$ cat src/design/rfct_queue.sv
// Small FIFO between the front pipeline and the texture side.
`timescale 1ns / 1ps
module rfct_queue #(
    parameter int W = 8,
    parameter int DEPTH = 4
) (
    input  logic         i_clk,
    input  logic         i_rst_n,
    input  logic         i_push,
    input  logic [W-1:0] i_data,
    output logic         o_full,
    output logic         o_valid,
    output logic [W-1:0] o_data,
    input  logic         i_pop
);

    localparam int AW = $clog2(DEPTH);

    logic [W-1:0]  r_mem [0:DEPTH-1];
    logic [AW-1:0] r_wp, r_rp;
    logic [AW:0]   r_cnt;

    assign o_full  = (r_cnt == (AW+1)'(DEPTH));
    assign o_valid = (r_cnt != '0);
    assign o_data  = r_mem[r_rp];

    always_ff @(posedge i_clk) begin
        if (!i_rst_n) begin
            r_wp  <= '0;
            r_rp  <= '0;
            r_cnt <= '0;
        end else begin
            if (i_push) begin
                r_wp <= (r_wp == AW'(DEPTH - 1)) ? '0 : r_wp + 1'b1;
            end
            if (i_pop) begin
                r_rp <= (r_rp == AW'(DEPTH - 1)) ? '0 : r_rp + 1'b1;
            end
            r_cnt <= r_cnt + (AW+1)'(i_push) - (AW+1)'(i_pop);
        end
        if (i_push) begin
            r_mem[r_wp] <= i_data;
        end
    end

endmodule

$ cat config.mk
export PLATFORM = sky130hd
export DESIGN_NAME = rfct_queue
export DESIGN_NICKNAME = d
export VERILOG_FILES = /design/src/design/rfct_queue.sv
export SDC_FILE = /design/constraint.sdc
export NUM_CORES = 1
export LEC_CHECK = 0
export BUFFER_PORTS_ARGS = -buffer_cell sky130_fd_sc_hd__buf_4
export CORE_MARGIN = 4
export CORE_UTILIZATION = 50
export CTS_CLUSTER_SIZE = 10
export DETAILED_ROUTE_END_ITERATION = 7
export GPL_TIMING_DRIVEN = 0
export PLACE_DENSITY = 0.79
export SETUP_SLACK_MARGIN = 0.2
export SLEW_MARGIN = 25
export SYNTH_ARGS = -nofsm -noshare
export SYNTH_HDL_FRONTEND = slang
export SYNTH_SLANG_ARGS = --single-unit
$ cat constraint.sdc
create_clock -name i_clk -period 4.8 [get_ports i_clk]
set_clock_uncertainty 0.2 [all_clocks]
set_input_delay 0.24 -clock i_clk [delete_from_list [all_inputs] [get_ports i_clk]]
set_output_delay 0.24 -clock i_clk [all_outputs]
set_load 0.05 [all_outputs]
# --- Yosys cells after proc, flatten, opt, wreduce, memory -nomap -nowiden ---
# Memories as Yosys holds them, arrays and structs flattened. A register that Yosys moved wholly into a read port is not among the register bits.
# Index checks and enable logic that the tools add are counted.
totals:
  register_bits: 7
  latchBits: 0
  ramBits: 32
  rom_bits: 0
  in_bits: 12
  output_inout_bits: 10
  word_cells: 18
  memories: 1
memory_table:
  columns: ["name", "depth", "word_bits", "rd", "rd_clocked_by_memory_dff", "write_ports", "line_no", "text"]
  rows:
  - ["r_mem", 4, 8, 1, 1, 1, "19", "logic [W-1:0] r_mem [0:DEPTH-1];"]
classes:
  addsub: 4
  n_mul: 0
  div_mod_pow: 0
  n_lt_le_gt_ge: 0
  eq_ne: 3
  n_shift: 0
  muxes: 6
  n_bitwise: 0
  n_reduce_logical: 1
op_table:
  columns: ["op", "count"]
  rows:
  - ["$mux W2", 4]
  - ["$add A2 B1 Y2 const B", 2]
  - ["$eq A2 B2 Y1 const B", 2]
  - ["$add A3 B1 Y3", 1]
  - ["$eq A3 B3 Y1 const B", 1]
  - ["$reduce_bool A3 Y1", 1]
  - ["$sub A3 B1 Y3", 1]
  - ["$mux W1", 2]

# --- Longest topological paths before layout ---
logic_depth:
  depth_word: 4
  depth_mapped: 7
  depth_no_buf: 7

# --- Least setup slack after synthesis ---
# No wires, ideal clock.
synth_path:
  path_kind: "register to register"
  start: "register r_cnt[0]"
  end: "register r_cnt[2]"
  arrival_time_ns: 1.382
  required_time_ns: 4.484
  slack_ns: 3.102
  stages_incl_launch_ff: 8
  n_path_buf: 0
  period_less_slack_ns: 1.698
  path_cell_list: "dfxtp_1 inv_1 ha_1 inv_1 ha_1 fa_1 xor3_1 nor2_1"
synth_between:
  elab_chain_len: 2
synth_lines:
  columns: ["item", "line_no", "text"]
  rows:
  - ["start, declared", "21", "logic [AW:0] r_cnt;"]
  - ["start signal, assigned", "39", "r_cnt <= r_cnt + (AW+1)'(i_push) - (AW+1)'(i_pop);"]
  - ["$add A3 B1 Y3", "39", null]
  - ["$sub A3 B1 Y3", "39", null]
# No other way between the ends.
# A chain may end at the register's enable or synchronous reset.

==> impl_summary.txt <==
----------------------------------------------------
[Run status]
  Run status ... finished clean

[Die]
  Initial cell density of the core ... between 50% and 60%
  Area of the die ... ~4200 µm²
  X dimension of the die ... ~65 µm
  Row cnt ... 20
  Number of top-level pins ... 22
  Die Ht ... ~65 µm
  Core Footprint ... 3078 µm²

[Synthesis]
  Number of synthesized register bits ... 41
  Yosys top cell by area ... sky130_fd_sc_hd__edfxtp_1
  Share of flip-flops with an asynchronous set or reset ... 0%
  Dominant register cell in the synthesized netlist ... sky130_fd_sc_hd__edfxtp_1
  Synthesized area divided by synthesized cell count ... approximately 19 µm²
  Portion of the post-synthesis area used by sequential elements ... roughly 71%
  Count leader, synth ... sky130_fd_sc_hd__edfxtp_1
  Netlist area before placement ... about 1600 µm²
  Post-synth EDFFs ... 32
  Fraction of synthesized area in multiplexers ... 12.38%
  Top cells by count, synth ... 32 x sky130_fd_sc_hd__edfxtp_1, 9 x sky130_fd_sc_hd__dfxtp_1, 8 x sky130_fd_sc_hd__mux4_2
  Simple-gate portion of the synthesized area ... 5.650%
  Syn. warnings ... 0
  Synth Area in Adders ... roughly 6.7%
  Most area-consuming cells after synthesis ... sky130_fd_sc_hd__edfxtp_1 59%, sky130_fd_sc_hd__dfxtp_1 11%, sky130_fd_sc_hd__mux4_2 11%
  Compound-cell area share of the yosys netlist ... less than 1%
  Xor and xnor fraction of the mapped netlist area ... 1.471%
  Netlist cell types ... 17
  Synthesized instance count ... between 80 and 90
  Syn Nets ... between 100 and 150
  Fraction of synthesized cell area taken by the top area cell type ... between 50% and 60%
  Combinational family with the most area after synthesis ... multiplexers

[Placement]
  DP HPWL ... between 1500 and 2000 µm
  Count of buffers inserted at the top-level ports ... 21
  Final GP Congestion ... 0.6733

[Final layout]
  Core utilization of the finished layout ... approximately 65%
  Diodes inserted ... 0
  Share of cells above drive strength 1 ... a little under a third
  P&R area growth vs syn ... 23.99%
  Final net count ... 143

[Clocking]
  Total setup buffers inserted after CTS ... 0
  Number of buffers inserted by hold repair at cts ... 9
  CTS root buffer ... sky130_fd_sc_hd__clkbuf_4
  Maximum buffer depth of the clock tree ... 2
  PostCTS Resize Cnt ... 0
  TritonCTS buffer count ... 5
  Clock tree from TritonCTS ... built
  Clock latency reported for the late side of the worst-skew pair ... between 0.3 and 0.4 ns
  Deepest level of the CTS H-tree ... 2
  CTS clock-pin slew for the worst setup and hold paths ... 0.12 ns
  Sink Count ... 41

[Worst hold path]
  Hold Crit Start ... i_push
  Worst min-delay path class ... in2reg

[STA]
  Relative slew margins ... roughly two thirds
  Final-report setup violation count ... 0
  Final critical-path required period ... approximately 2.1 ns
  Highest Clock Rate ... ~490 MHz
  Measured slew at the worst slew-check pin ... approximately 0.5 ns
  Setup TNS after final layout ... 0 ns
  Share of the clock period used by the worst path after layout ... between 40% and 50%
  RSZ-0062 raised after global routing ... no
  Worst hold margin ... 0.01257 ns
  Hold violation total from the final report ... 0
  Max Slew Vio Count ... 0

[Worst setup path]
  Highest fanout seen on the critical path ... 8
  Kind of launch point of the worst setup path ... flop
  Required time reported for the critical path endpoint ... 4.36 ns
  Setup crit end kind ... output port
  CP Class ... reg2out
  Worst R2R Start ... r_cnt[0]
  Worst path arrival time ... 1.61 ns

[GRT]
  Global route overflow ... 0
  Maximum number of pins on one net before global-route repair ... 13
  Global-route wire length before repair ... 4623 µm
  GRT Total Usage ... between 15 and 20%
  Number of global-route vias before repair ... 949
  Number of antenna violations at the first check in global routing ... 0

[Power]
  Clock share of power ... between 20% and 30%
  Reported net switching power ... between 0.2 and 0.25 mW
  Sequential Power Share ... between 50% and 60%
  Internal ... around 0.6 mW
  Reported leakage power ... approximately 0.76 nW
  Power density cells ... approximately 410 nW/µm²
  Combinational share of power ... a little over a fifth
  Peak supply drop ... 0.0002114 V
  Switching power as a share of total power ... a little over a quarter

[Routing]
  Drt first-iter violations ... 45
  Number of remaining DRC errors ... 0
  Post-DR wirelength/cell ... 17.13 µm
  Post-detailed-route via-to-cell ratio ... approximately 5.0
  Routed Antenna Nets ... 0
  Wirelength, routed ... ~2900 µm
  Number of vias after detailed routing ... around 830
  Pre-antenna DRT Iters ... 4

[Flow run]
  Max Cap Violations ... 0

----------------------------------------------------
==> power by group through the flow <==
stage	Sequential, mW	Combinational, mW	Clock [mW]
after detailed placement	0.423	0.165	0
final	0.415	0.172	0.229
after floorplan	0.420	0.119	0
after global placement	0.421	0.159	0
after global routing	0.417	0.183	0.249
after CTS	0.416	0.174	0.236
==> state kept, by name, indices dropped and copies added, names as in the netlist, named ones only <==
register / count
r_mem: 32
r_cnt: 3
r_rp: 2
r_wp: 2
==> metal layers <==
| layer | track usage [%] | wire, µm | vias to the layer above |
|---|---|---|---|
| li1 | - | - | 397 |
| met1 | 17.59 | 1109 | 410 |
| met2 | 26.18 | 1583 | 19 |
| met3 | 6.066 | 125 | 8 |
| met4 | 5.541 | 59 | 0 |
| met5 | 0 | 0 | - |
==> through the flow <==
step / area [µm²] / instances / setup slack, ns / total power [mW]
2_1_floorplan: 1617 / 86 / 3.102 / 0.5382
3_3_place_gp: 1829 / 151 / 3.036 / 0.5793
3_5_place_dp: 1829 / 151 / 3.016 / 0.5883
4_1_cts: 2004 / 168 / 2.705 / 0.8259
5_1_grt: 2004 / 168 / 2.686 / 0.8496
6_report: 2004 / 168 / 2.749 / 0.8166
==> critical path: stages, from the launching register on <==
cell and delay, ns:
sky130_fd_sc_hd__dfxtp_1 0.37, sky130_fd_sc_hd__buf_6 0.17, sky130_fd_sc_hd__mux4_2 0.52, sky130_fd_sc_hd__buf_4 0.21
==> final timing paths <==
path                    end  slack (ns)  cells past startpoint
setup reg to reg   r_cnt[2]        2.98                      7
hold reg to reg        flop        0.35                      2
setup / recovery  o_data[6]        2.75                      3
hold / removal      r_wp[1]        0.01                      3
==> layout by cell type, fill, tap and decap left out, types with 2 or more instances in the layout <==
| master | synthesis | final |
|---|---|---|
| sky130_fd_sc_hd__or3b_1 | 2 | 2 |
| sky130_fd_sc_hd__nor2_1 | 3 | 3 |
| sky130_fd_sc_hd__mux4_2 | 8 | 8 |
| sky130_fd_sc_hd__mux2i_1 | 2 | 2 |
| sky130_fd_sc_hd__and2_1 | 6 | 6 |
| sky130_fd_sc_hd__nand2b_1 | 2 | 2 |
| sky130_fd_sc_hd__ha_1 | 7 | 7 |
| sky130_fd_sc_hd__inv_1 | 7 | 7 |
| sky130_fd_sc_hd__buf_4 | 0 | 21 |
| sky130_fd_sc_hd__clkbuf_4 | 0 | 5 |
| sky130_fd_sc_hd__a21oi_1 | 2 | 2 |
| sky130_fd_sc_hd__dfxtp_1 | 9 | 9 |
| sky130_fd_sc_hd__dlygate4sd3_1 | 0 | 9 |
| sky130_fd_sc_hd__edfxtp_1 | 32 | 32 |
==> cells by family (layout without fill, tap and decap cells) <==
family          after synthesis  in the layout
mux                          10             10
flops                        41             41
compound gates                2              2
xor+xnor                      1              1
buf+inv                       9             47
fa+ha+maj                     8              8
simple gates                 15             15
==> final cells by class <==
cell class,instances,area (µm²)
Clock buffer,7,55.05
Clock inverter,1,30.03
Fill cell,229,1074
Sequential cell,41,1141
Timing Repair Buffer,30,247.7
Tap cell,44,55.05
Buffer,2,16.27
Inverter,7,26.28
Multi-Input combinational cell,36,432.9
No activity file was read; power rests on OpenSTA's default activity.
